--- config.mk ---
export PLATFORM = sky130hd
export DESIGN_NAME = dual_channel_moving_average_flat
export DESIGN_NICKNAME = d
export VERILOG_FILES = /design/src/hdl/dcma_pkg.sv /design/src/hdl/dcma_in_if.sv /design/src/hdl/dcma_out_if.sv /design/src/hdl/dual_channel_moving_average.sv /design/src/hdl/dcma_ring.sv /design/src/hdl/dcma_div.sv /design/src/flat_wrapper.sv
export SDC_FILE = /design/constraint.sdc
export NUM_CORES = 1
export LEC_CHECK = 0
export ABC_AREA = 1
export BUFFER_PORTS_ARGS = -buffer_cell sky130_fd_sc_hd__buf_2
export CAP_MARGIN = 20
export CELL_PAD_IN_SITES_DETAIL_PLACEMENT = 1
export CELL_PAD_IN_SITES_GLOBAL_PLACEMENT = 1
export CORE_ASPECT_RATIO = 1.4
export CORE_UTILIZATION = 35
export DETAILED_ROUTE_END_ITERATION = 7
export PLACE_DENSITY = 0.72
export SYNTH_ARGS = -nofsm -noshare
export SYNTH_HDL_FRONTEND = slang
export SYNTH_HIERARCHICAL = 1
export SYNTH_SLANG_ARGS = --single-unit
--- constraint.sdc ---
create_clock -name clk -period 14.63 [get_ports clk]
set_input_delay 2.1945 -clock clk [delete_from_list [all_inputs] [get_ports clk]]
set_output_delay 2.1945 -clock clk [all_outputs]
set_load 0.03 [all_outputs]
--- src/hdl/dcma_pkg.sv ---
`default_nettype none
// ----------------------------------------------------------------------------
// dcma_pkg
// Shared constants and types for the dual-channel moving average filter.
// ----------------------------------------------------------------------------
package dcma_pkg;

  localparam int DEPTH_DEF       = 10;
  localparam int SAMPLE_BITS_DEF = 16;
  localparam int OUT_BITS        = 16;
  localparam int COUNT_BITS      = 4;

  typedef enum logic [2:0] {
    S_IDLE,
    S_UPDATE,
    S_START,
    S_DIV,
    S_HOLD
  } dcma_state_t;

endpackage
`default_nettype wire

--- src/hdl/dcma_in_if.sv ---
`default_nettype none
// ----------------------------------------------------------------------------
// dcma_in_if
// Sample request channel: one humidity and one temperature sample.
// ----------------------------------------------------------------------------
interface dcma_in_if #(
  parameter int SAMPLE_BITS = 16
);
  logic                          valid;
  logic                          ready;
  logic signed [SAMPLE_BITS-1:0] humidity;
  logic signed [SAMPLE_BITS-1:0] temperature;

  modport source (output valid, output humidity, output temperature, input ready);
  modport sink   (input valid, input humidity, input temperature, output ready);
endinterface
`default_nettype wire

--- src/hdl/dcma_out_if.sv ---
`default_nettype none
// ----------------------------------------------------------------------------
// dcma_out_if
// Result request channel: both averages and the number of samples held.
// ----------------------------------------------------------------------------
interface dcma_out_if
  import dcma_pkg::*;
();
  logic                       valid;
  logic                       ready;
  logic signed [OUT_BITS-1:0] avg_humidity;
  logic signed [OUT_BITS-1:0] avg_temperature;
  logic [COUNT_BITS-1:0]      samples_held;

  modport source (output valid, output avg_humidity, output avg_temperature,
                  output samples_held, input ready);
  modport sink   (input valid, input avg_humidity, input avg_temperature,
                  input samples_held, output ready);
endinterface
`default_nettype wire

--- src/hdl/dual_channel_moving_average.sv ---
`default_nettype none
// ----------------------------------------------------------------------------
// dual_channel_moving_average
// Moving average of humidity and temperature over the last DEPTH samples,
// using a sample ring, running sums and a shared serial divider.
// Ready only while idle: a new request is taken only after the previous
//   result has been loaded into the output register.
// Reset: synchronous active-low; clears fill count, position and sums.
//   Ring contents are not cleared.
// ----------------------------------------------------------------------------
module dual_channel_moving_average
  import dcma_pkg::*;
#(
  parameter int DEPTH       = DEPTH_DEF,
  parameter int SAMPLE_BITS = SAMPLE_BITS_DEF
) (
  input wire logic  clk,
  input wire logic  rst_n,
  dcma_in_if.sink   in_ch,
  dcma_out_if.source out_ch
);

  localparam int SUM_W  = SAMPLE_BITS + $clog2(DEPTH);
  localparam int CNT_W  = $clog2(DEPTH + 1);
  localparam int ADDR_W = (DEPTH > 1) ? $clog2(DEPTH) : 1;

  dcma_state_t state_r, state_nxt;

  logic                          accept;
  logic                          ring_we;
  logic                          div_start;
  logic                          load_out;
  logic                          div_done;
  logic [2*SAMPLE_BITS-1:0]      ring_rdata;
  logic signed [SAMPLE_BITS-1:0] h_r, t_r;
  logic signed [SAMPLE_BITS-1:0] old_h, old_t;
  logic [ADDR_W-1:0]             pos_r;
  logic [CNT_W-1:0]              fill_r;
  logic                          full;
  logic signed [SUM_W-1:0]       hsum_r, hsum_nxt, tsum_r, tsum_nxt;
  logic [SUM_W-1:0]              hmag, tmag;
  logic [SUM_W-1:0]              hq, tq;
  logic signed [SUM_W:0]         hs, ts;

  logic                          out_valid_r;
  logic signed [OUT_BITS-1:0]    avg_h_r, avg_t_r;
  logic [COUNT_BITS-1:0]         held_r;

  assign accept = in_ch.valid && in_ch.ready;
  assign full   = (fill_r == CNT_W'(DEPTH));
  assign old_h  = ring_rdata[2*SAMPLE_BITS-1:SAMPLE_BITS];
  assign old_t  = ring_rdata[SAMPLE_BITS-1:0];

  dcma_ring #(
    .DEPTH (DEPTH),
    .WIDTH (2 * SAMPLE_BITS),
    .ADDR_W(ADDR_W)
  ) u_ring (
    .clk  (clk),
    .we   (ring_we),
    .waddr(pos_r),
    .wdata({h_r, t_r}),
    .re   (accept),
    .raddr(pos_r),
    .rdata(ring_rdata)
  );

  dcma_div #(
    .SUM_W(SUM_W),
    .CNT_W(CNT_W)
  ) u_div (
    .clk      (clk),
    .rst_n    (rst_n),
    .start    (div_start),
    .divisor  (fill_r),
    .dividend0(hmag),
    .dividend1(tmag),
    .done     (div_done),
    .quot0    (hq),
    .quot1    (tq)
  );

  always_comb begin
    state_nxt   = state_r;
    in_ch.ready = 1'b0;
    ring_we     = 1'b0;
    div_start   = 1'b0;
    load_out    = 1'b0;
    unique case (state_r)
      S_IDLE: begin
        in_ch.ready = rst_n;
        if (in_ch.valid) begin
          state_nxt = S_UPDATE;
        end
      end
      S_UPDATE: begin
        ring_we   = 1'b1;
        state_nxt = S_START;
      end
      S_START: begin
        div_start = 1'b1;
        state_nxt = S_DIV;
      end
      S_DIV: begin
        if (div_done) begin
          state_nxt = S_HOLD;
        end
      end
      S_HOLD: begin
        if (!out_valid_r || out_ch.ready) begin
          load_out  = 1'b1;
          state_nxt = S_IDLE;
        end
      end
      default: state_nxt = S_IDLE;
    endcase
  end

  always_ff @(posedge clk) begin
    if (!rst_n) begin
      state_r <= S_IDLE;
    end else begin
      state_r <= state_nxt;
    end
  end

  always_comb begin
    hsum_nxt = hsum_r + SUM_W'(h_r);
    tsum_nxt = tsum_r + SUM_W'(t_r);
    if (full) begin
      hsum_nxt = hsum_nxt - SUM_W'(old_h);
      tsum_nxt = tsum_nxt - SUM_W'(old_t);
    end
    hmag = hsum_r[SUM_W-1] ? SUM_W'(-hsum_r) : SUM_W'(hsum_r);
    tmag = tsum_r[SUM_W-1] ? SUM_W'(-tsum_r) : SUM_W'(tsum_r);
    hs   = hsum_r[SUM_W-1] ? -signed'({1'b0, hq}) : signed'({1'b0, hq});
    ts   = tsum_r[SUM_W-1] ? -signed'({1'b0, tq}) : signed'({1'b0, tq});
  end

  always_ff @(posedge clk) begin
    if (accept) begin
      h_r <= in_ch.humidity;
      t_r <= in_ch.temperature;
    end
  end

  always_ff @(posedge clk) begin
    if (!rst_n) begin
      pos_r  <= '0;
      fill_r <= '0;
      hsum_r <= '0;
      tsum_r <= '0;
    end else if (ring_we) begin
      hsum_r <= hsum_nxt;
      tsum_r <= tsum_nxt;
      if (!full) begin
        fill_r <= fill_r + 1'b1;
      end
      if (pos_r == ADDR_W'(DEPTH - 1)) begin
        pos_r <= '0;
      end else begin
        pos_r <= pos_r + 1'b1;
      end
    end
  end

  always_ff @(posedge clk) begin
    if (!rst_n) begin
      out_valid_r <= 1'b0;
    end else if (load_out) begin
      out_valid_r <= 1'b1;
    end else if (out_ch.ready) begin
      out_valid_r <= 1'b0;
    end
  end

  always_ff @(posedge clk) begin
    if (load_out) begin
      avg_h_r <= OUT_BITS'(hs);
      avg_t_r <= OUT_BITS'(ts);
      held_r  <= COUNT_BITS'(fill_r);
    end
  end

  assign out_ch.valid           = out_valid_r;
  assign out_ch.avg_humidity    = avg_h_r;
  assign out_ch.avg_temperature = avg_t_r;
  assign out_ch.samples_held    = held_r;

  a_fill_bound: assert property (@(posedge clk) disable iff (!rst_n)
    fill_r <= CNT_W'(DEPTH))
    else $error("fill count above window depth");

  a_pos_bound: assert property (@(posedge clk) disable iff (!rst_n)
    pos_r <= ADDR_W'(DEPTH - 1))
    else $error("write position out of range");

  a_done_in_div: assert property (@(posedge clk) disable iff (!rst_n)
    div_done |-> state_r == S_DIV)
    else $error("divider finished outside divide state");

  a_fill_nonzero: assert property (@(posedge clk) disable iff (!rst_n)
    div_start |-> fill_r != '0)
    else $error("divide started with empty window");

endmodule
`default_nettype wire

--- src/hdl/dcma_ring.sv ---
`default_nettype none
// ----------------------------------------------------------------------------
// dcma_ring
// Sample ring memory: one write port, one registered read port.
// ----------------------------------------------------------------------------
module dcma_ring #(
  parameter int DEPTH  = 10,
  parameter int WIDTH  = 32,
  parameter int ADDR_W = 4
) (
  input  wire logic              clk,
  input  wire logic              we,
  input  wire logic [ADDR_W-1:0] waddr,
  input  wire logic [WIDTH-1:0]  wdata,
  input  wire logic              re,
  input  wire logic [ADDR_W-1:0] raddr,
  output logic      [WIDTH-1:0]  rdata
);

  logic [WIDTH-1:0] mem [DEPTH];

  always_ff @(posedge clk) begin
    if (we) begin
      mem[waddr] <= wdata;
    end
  end

  always_ff @(posedge clk) begin
    if (re) begin
      rdata <= mem[raddr];
    end
  end

endmodule
`default_nettype wire

--- src/hdl/dcma_div.sv ---
`default_nettype none
// ----------------------------------------------------------------------------
// dcma_div
// Two-lane restoring divider, one quotient bit per lane per cycle, with a
// shared divisor and step counter.
// ----------------------------------------------------------------------------
module dcma_div #(
  parameter int SUM_W = 20,
  parameter int CNT_W = 4
) (
  input  wire logic             clk,
  input  wire logic             rst_n,
  input  wire logic             start,
  input  wire logic [CNT_W-1:0] divisor,
  input  wire logic [SUM_W-1:0] dividend0,
  input  wire logic [SUM_W-1:0] dividend1,
  output logic                  done,
  output logic      [SUM_W-1:0] quot0,
  output logic      [SUM_W-1:0] quot1
);

  localparam int STEP_W = $clog2(SUM_W + 1);

  logic              busy_r;
  logic              done_r;
  logic [STEP_W-1:0] step_r;
  logic [CNT_W-1:0]  d_r;
  logic [SUM_W-1:0]  q0_r, q0_nxt, q1_r, q1_nxt;
  logic [CNT_W-1:0]  r0_r, r0_nxt, r1_r, r1_nxt;
  logic [CNT_W:0]    t0, t1;

  always_comb begin
    t0 = {r0_r, q0_r[SUM_W-1]};
    t1 = {r1_r, q1_r[SUM_W-1]};
    if (t0 >= {1'b0, d_r}) begin
      r0_nxt = CNT_W'(t0 - {1'b0, d_r});
      q0_nxt = {q0_r[SUM_W-2:0], 1'b1};
    end else begin
      r0_nxt = t0[CNT_W-1:0];
      q0_nxt = {q0_r[SUM_W-2:0], 1'b0};
    end
    if (t1 >= {1'b0, d_r}) begin
      r1_nxt = CNT_W'(t1 - {1'b0, d_r});
      q1_nxt = {q1_r[SUM_W-2:0], 1'b1};
    end else begin
      r1_nxt = t1[CNT_W-1:0];
      q1_nxt = {q1_r[SUM_W-2:0], 1'b0};
    end
  end

  always_ff @(posedge clk) begin
    if (!rst_n) begin
      busy_r <= 1'b0;
      done_r <= 1'b0;
      step_r <= '0;
    end else begin
      done_r <= 1'b0;
      if (start) begin
        busy_r <= 1'b1;
        step_r <= '0;
      end else if (busy_r) begin
        step_r <= step_r + 1'b1;
        if (step_r == STEP_W'(SUM_W - 1)) begin
          busy_r <= 1'b0;
          done_r <= 1'b1;
        end
      end
    end
  end

  always_ff @(posedge clk) begin
    if (start) begin
      d_r  <= divisor;
      q0_r <= dividend0;
      q1_r <= dividend1;
      r0_r <= '0;
      r1_r <= '0;
    end else if (busy_r) begin
      q0_r <= q0_nxt;
      q1_r <= q1_nxt;
      r0_r <= r0_nxt;
      r1_r <= r1_nxt;
    end
  end

  assign done  = done_r;
  assign quot0 = q0_r;
  assign quot1 = q1_r;

endmodule
`default_nettype wire
--- src/flat_wrapper.sv ---
// flat-port wrapper written by rule: the top's interface ports become plain ports
module dual_channel_moving_average_flat import dcma_pkg::*;
#(
  parameter int DEPTH       = DEPTH_DEF,
  parameter int SAMPLE_BITS = SAMPLE_BITS_DEF
)
  (clk, rst_n, in_ch_valid, in_ch_humidity, in_ch_temperature, in_ch_ready, out_ch_valid, out_ch_avg_humidity, out_ch_avg_temperature, out_ch_samples_held, out_ch_ready);
  dcma_in_if #(.SAMPLE_BITS(SAMPLE_BITS)) in_ch_i ();
  dcma_out_if out_ch_i ();
  input wire logic clk;
  input wire logic rst_n;
  input wire logic [$bits(in_ch_i.valid)-1:0] in_ch_valid;
  input wire logic [$bits(in_ch_i.humidity)-1:0] in_ch_humidity;
  input wire logic [$bits(in_ch_i.temperature)-1:0] in_ch_temperature;
  output wire logic [$bits(in_ch_i.ready)-1:0] in_ch_ready;
  output wire logic [$bits(out_ch_i.valid)-1:0] out_ch_valid;
  output wire logic [$bits(out_ch_i.avg_humidity)-1:0] out_ch_avg_humidity;
  output wire logic [$bits(out_ch_i.avg_temperature)-1:0] out_ch_avg_temperature;
  output wire logic [$bits(out_ch_i.samples_held)-1:0] out_ch_samples_held;
  input wire logic [$bits(out_ch_i.ready)-1:0] out_ch_ready;
  assign in_ch_i.valid = in_ch_valid;
  assign in_ch_i.humidity = in_ch_humidity;
  assign in_ch_i.temperature = in_ch_temperature;
  assign in_ch_ready = in_ch_i.ready;
  assign out_ch_valid = out_ch_i.valid;
  assign out_ch_avg_humidity = out_ch_i.avg_humidity;
  assign out_ch_avg_temperature = out_ch_i.avg_temperature;
  assign out_ch_samples_held = out_ch_i.samples_held;
  assign out_ch_i.ready = out_ch_ready;
  dual_channel_moving_average #(.DEPTH(DEPTH), .SAMPLE_BITS(SAMPLE_BITS)) u_core (.clk(clk), .rst_n(rst_n), .in_ch(in_ch_i), .out_ch(out_ch_i));
endmodule
-- Word level (Yosys, flattened, before mapping)
Memories as Yosys holds them, arrays and structs flattened. A register that Yosys moved wholly into a read port is not among the register bits.
Cells that the tools add are included.
Widths: inputs -> output; s select.
- register bits after elaboration: 179
- bits in writable memories: 320
- output and inout bits: 38
- memories: 1
- $add $sub $neg: 13
- magnitude comparators: 2
- eq/ne operators: 10
- muxes and demuxes: 32
- bitwise gates (word level): 3
- reductions and logical operators: 10
- memory list (memory ; depth ; bits a word ; rd ports ; clocked after Yosys merged registers in ; write ports ; line ; source):
    u_core.u_ring.mem ; 10 ; 32 ; 1 ; 1 ; 1 ; dcma_ring.sv:20 ; logic [WIDTH-1:0] mem [DEPTH];
- operator list (operator ; number):
    $mux 20 ; 8
    $add 20x16->20 ; 2
    $neg 20->20 ; 2
    $sub 20x16->20 ; 2
    $mux 16 ; 2
    $neg 16->16 ; 2
    $mux 1 ; 15
    $pmux 3 s5 ; 1
    $mux 4 ; 3
    $ge 5x4->1 ; 2
    $mux 3 ; 3
    $add 4x1->4 const B ; 2
    $eq 4x4->1 const B ; 2
    $sub 4x4->4 ; 2
    $eq 3x2->1 const B ; 2
    $add 5x1->5 const B ; 1
    $eq 5x5->1 const B ; 1
    $ne 2x2->1 const B ; 2
    $reduce_bool 2->1 ; 2
    $eq 3x1->1 const B ; 1
    $eq 3x3->1 const B ; 1
    $logic_not 3->1 ; 1
    $not 1->1 ; 3
    $reduce_and 3->1 ; 1
    other kinds (7) ; 7

-- Depth between registers and ports, before layout
- word-level depth: 5
- mapped depth: 25
- depth with buffers taken out: 25

-- Modules after synthesis
The synthesis kept the hierarchy.
- modules (own cells, without submodules) (module ; times used ; cells each ; area an instance (um^2)):
    dcma_ring ; 1 ; 1270 ; 14431.3
    dual_channel_moving_average ; 1 ; 1459 ; 10148.5
    dcma_div ; 1 ; 307 ; 2830.2

-- Worst setup path after synthesis
No wires, ideal clock.
- path kind: input to register
- start point: input out_ch_ready
- end point: register u_core.avg_h_r[0], in the netlist u_core/out_ch.avg_humidity[0], enable pin
- library setup time: 0.519 ns
- arrival time: 5.682 ns
- setup slack: 8.429 ns
- cell stages on the path: 2
- path buffers: 0
- path through: nor2_1 > nor4_1
- word-level cells in the longest chain between the ends: 3
- ends and longest elaborated chain (element ; line ; source):
    from (decl) ; flat_wrapper.sv:20 ; input wire logic [$bits(out_ch_i.ready)-1:0] out_ch_ready;
    $logic_or 1x1->1 ; dual_channel_moving_average.sv:110 ; if (!out_valid_r || out_ch.ready) begin
    $mux 1 ; dual_channel_moving_average.sv:110 ;
    $mux 1 ; dual_channel_moving_average.sv:89 ; unique case (state_r)
    via u_core.load_out ; dual_channel_moving_average.sv:32 ; logic load_out;
    to (signal assigned) ; dual_channel_moving_average.sv:179 ; avg_h_r <= OUT_BITS'(hs);
    to (decl) ; dual_channel_moving_average.sv:46 ; logic signed [OUT_BITS-1:0] avg_h_r, avg_t_r;
The timed path passes the listed nets, and every way through them passes these cells.
A chain may end at the register's enable or synchronous reset.

-- Worst setup path after layout
- start point: input rst_n
- end point: output in_ch_ready
- word-level cells in the longest chain between the ends: 1
- ends and longest elaborated chain (element ; line ; source):
    from (decl) ; flat_wrapper.sv:11 ; input wire logic rst_n;
    $mux 1 ; dual_channel_moving_average.sv:89 ;
    to (decl) ; flat_wrapper.sv:15 ; output wire logic [$bits(in_ch_i.ready)-1:0] in_ch_ready;
No other way between the ends.

==> metrics.csv <==
stage,metric,value,unit
cells_and_area,Antenna Cells,0,
cells_and_area,share of layout cells above drive strength 1,6.84,%
synth,Synth Area in Compound Gates,5.46,%
cells_and_area,# nets final,3225,
synth,"Primary FF master, synth",edfxtp_1,
placement,Final HPWL DP,50800,microns
clock_tree,Root Driver,clkbuf_16,
floorplan,Starting Density,35.3,%
hold_path,worst hold-check path type,reg -> reg,
placement,dpl cells,4083,
synth,"FFs w/ async S/R, synth",0,%
clock_tree,CTS tree,yes,
floorplan,I/O pin count,74,
synth,most area-consuming cells after synthesis,"edfxtp_1 51%, nand2_1 12%, nand3_1 5.9%",
sta,RSZ-0062 raised after global routing,no,
setup_path,WP data arrival,4.03,ns
power,Worst VDD drop,74.3,uV
placement,gpl congestion,0.891,
synth,main combinational cell family by area after synthesis,simple AND/OR/NAND/NOR gates,
cells_and_area,Non-Filler Instances,4173,
route,DR vias,20500,
synth,synth unique cells,53,
synth,post-synthesis xor/xnor area fraction,2.88,%
clock_tree,buffer depth of the longest clock path,3,
floorplan,core area,0.0777,sq mm
route,DRT Pass-1 Iters,5,
synth,Synth Area in Simple Gates,23.4,%
synth,"count leader, synth",nand2_1,
synth,Synth Warn #,6,
clock_tree,Num CTS Buffers,51,
global_route,antenna violations before repair,0,
clock_tree,Num Clock Sinks,531,
synth,Synth Cell Area,0.0274,sq mm
global_route,GR Util All Layers,19.0,%
global_route,largest net degree at the start of global routing,90,
global_route,global-route track usage on met3,2.19,%
route,DR WL/cell,18.0,microns
route,DRC violations left,0,
synth,"Seq/Total Area, Yosys",55.7,%
synth,Seq cells post-synth,531,
synth,mux contribution to synthesized area,0,%
setup_path,Required @ worst endpoint,12.44,ns
setup_path,R2R Setup Slk,10.73,ns
clock_tree,Resize count post-CTS,0,
global_route,first-pass GRT wire length,118000,microns
route,final wirelength,75000,microns
setup_path,Critical Path Start Type,input port,
sta,worst slew pin tran,1.04,ns
setup_path,Crit. End Element,output port,
global_route,vias in the first global route,21500,
sta,final setup vio count,0,
sta,fin crit period,6.22,ns
global_route,GR Layer Usage met1,21.9,%
synth,Yosys top cell area share,50.8,%
clock_tree,later-pin clock latency in the skew report,0.63,ns
cells_and_area,# fillers,8978,
placement,# port buffers,73,
clock_tree,H-tree depth,2,
setup_path,critical setup path kind,in -> out,
sta,Max Clock Skew,0.0147,ns
global_route,busiest layer in global routing,met2,
power,PwrDens,145,mW/mm^2
sta,Final Max Slew Viols,0,
power,Pleak,13.2,nW
synth,"EDFF count, synth",464,
synth,syn_nets,3169,
sta,highest clock rate,161,MHz
synth,cell accounting for the most synthesized area,edfxtp_1,
cells_and_area,area grow syn2layout,11.0,%
run,Max-Cap Viols,0,
setup_path,CP Max Fanout,40,
floorplan,die width,239,microns
outcome,status,finished clean,
clock_tree,Worst-path clk slew,0.06,ns
floorplan,Die Ht,333,microns
global_route,GR Overflow Total,0,
sta,Final Hold Vio Count,0,
synth,Syn Area/Cell,9.03,sq um
clock_tree,total setup buffers inserted after CTS,0,
clock_tree,hold buffers post-CTS,0,
synth,Adder-Cell Fraction of Synth Area,4.59,%
sta,Relative slew margins,30.6,%
global_route,met2 GRT Util,36.1,%
synth,most frequent cells after synthesis,"848 x nand2_1, 464 x edfxtp_1, 430 x inv_1",
sta,fin crit share,42.5,%
route,Post-DRT Antenna Nets,0,
synth,Gate Count Post-Synth,3036,
route,DR iter-0 viols,1028,
floorplan,die footprint,0.0795,sq mm
floorplan,Row Count,121,
route,vias per inst,4.91,
sta,Fin Setup TNS,0,ns
[area by class of cell]
type / instances / area [sq um] / area share [%]
Inverter: 440 / 1660 / 5.44
Multi-Input combinational cell: 1972 / 10100 / 33.1
Tap cell: 1045 / 1310 / 4.30
Clock inverter: 19 / 159 / 0.522
Sequential cell: 531 / 15300 / 50.2
Clock buffer: 70 / 1400 / 4.60
Timing Repair Buffer: 96 / 558 / 1.83
[worst max-delay path, stage by stage]
cell and delay [ns]:
buf_2 0.63, inv_1 0.52, nor3_1 0.39, buf_2 0.28
[cells by family after synthesis]
group,after synthesis
buf+inv,533
compound gates,266
simple gates,1519
fa+ha+maj,97
xor+xnor,90
flops,531
[sequential cells by signal, indices dropped and copies added, names as in the netlist, 5 cells and up]
name	flops
u_core/u_ring/mem	320
u_core/u_ring/rdata	32
u_core/hsum_r	20
u_core/tsum_r	20
u_core/u_div/quot0	20
u_core/u_div/quot1	20
u_core/h_r	16
u_core/out_ch.avg_humidity	16
u_core/out_ch.avg_temperature	16
u_core/t_r	16
u_core/u_div/step_r	5
[where the power goes]
group          total, mW  internal [mW]  switching, mW
registers           1.90           1.79          0.111
clock network       1.27          0.689          0.580
logic               1.25          0.420          0.835
[routing by layer]
layer / part of all wire (%) / vias to the layer above
met4: 2.9 / 0
met1: 41 / 10000
met3: 3.0 / 115
met2: 53 / 296
met5: 0 / -
li1: - / 10100
[cell usage in the layout (no fill, tap or decap), drive strengths merged, types with 12 or more instances in the layout]
cell type / netlist / layout
ha: 91 / 91
dfxtp: 67 / 67
a31oi: 12 / 12
nor2: 251 / 251
nand3: 325 / 325
clkbuf: 28 / 70
nor3: 33 / 33
edfxtp: 464 / 464
xnor2: 23 / 23
o21ai: 92 / 92
and2: 12 / 12
xor2: 67 / 67
a21oi: 108 / 108
inv: 440 / 442
clkinv: 0 / 15
nand4: 19 / 19
o21bai: 16 / 16
nand2: 852 / 852
buf: 65 / 96
[final timing paths]
kind / startpoint / endpoint / depth (start not counted)
setup reg to reg: u_core/t_r[0] / u_core/tsum_r[18] / 20
hold / removal: u_core/u_div/r1_r[3] / u_core/u_div/r1_r[3] / 2
hold reg to reg: u_core/u_div/r1_r[3] / u_core/u_div/r1_r[3] / 2
setup / recovery: rst_n / in_ch_ready / 4
[stage by stage]
stage	instance area (sq um)	setup WS (ns)	hold slack, ns	total power, mW	utilization [%]
after global placement	28800	8.40	0.441	3.15	37.1
final	30400	8.41	0.453	4.42	39.2
after detailed placement	28800	8.34	0.444	3.18	37.1
after global routing	30400	8.24	0.494	4.68	39.2
after CTS	30400	8.33	0.455	4.47	39.1
after floorplan	27400	8.43	0.428	2.84	-
Power figures use the tool's default switching activity.
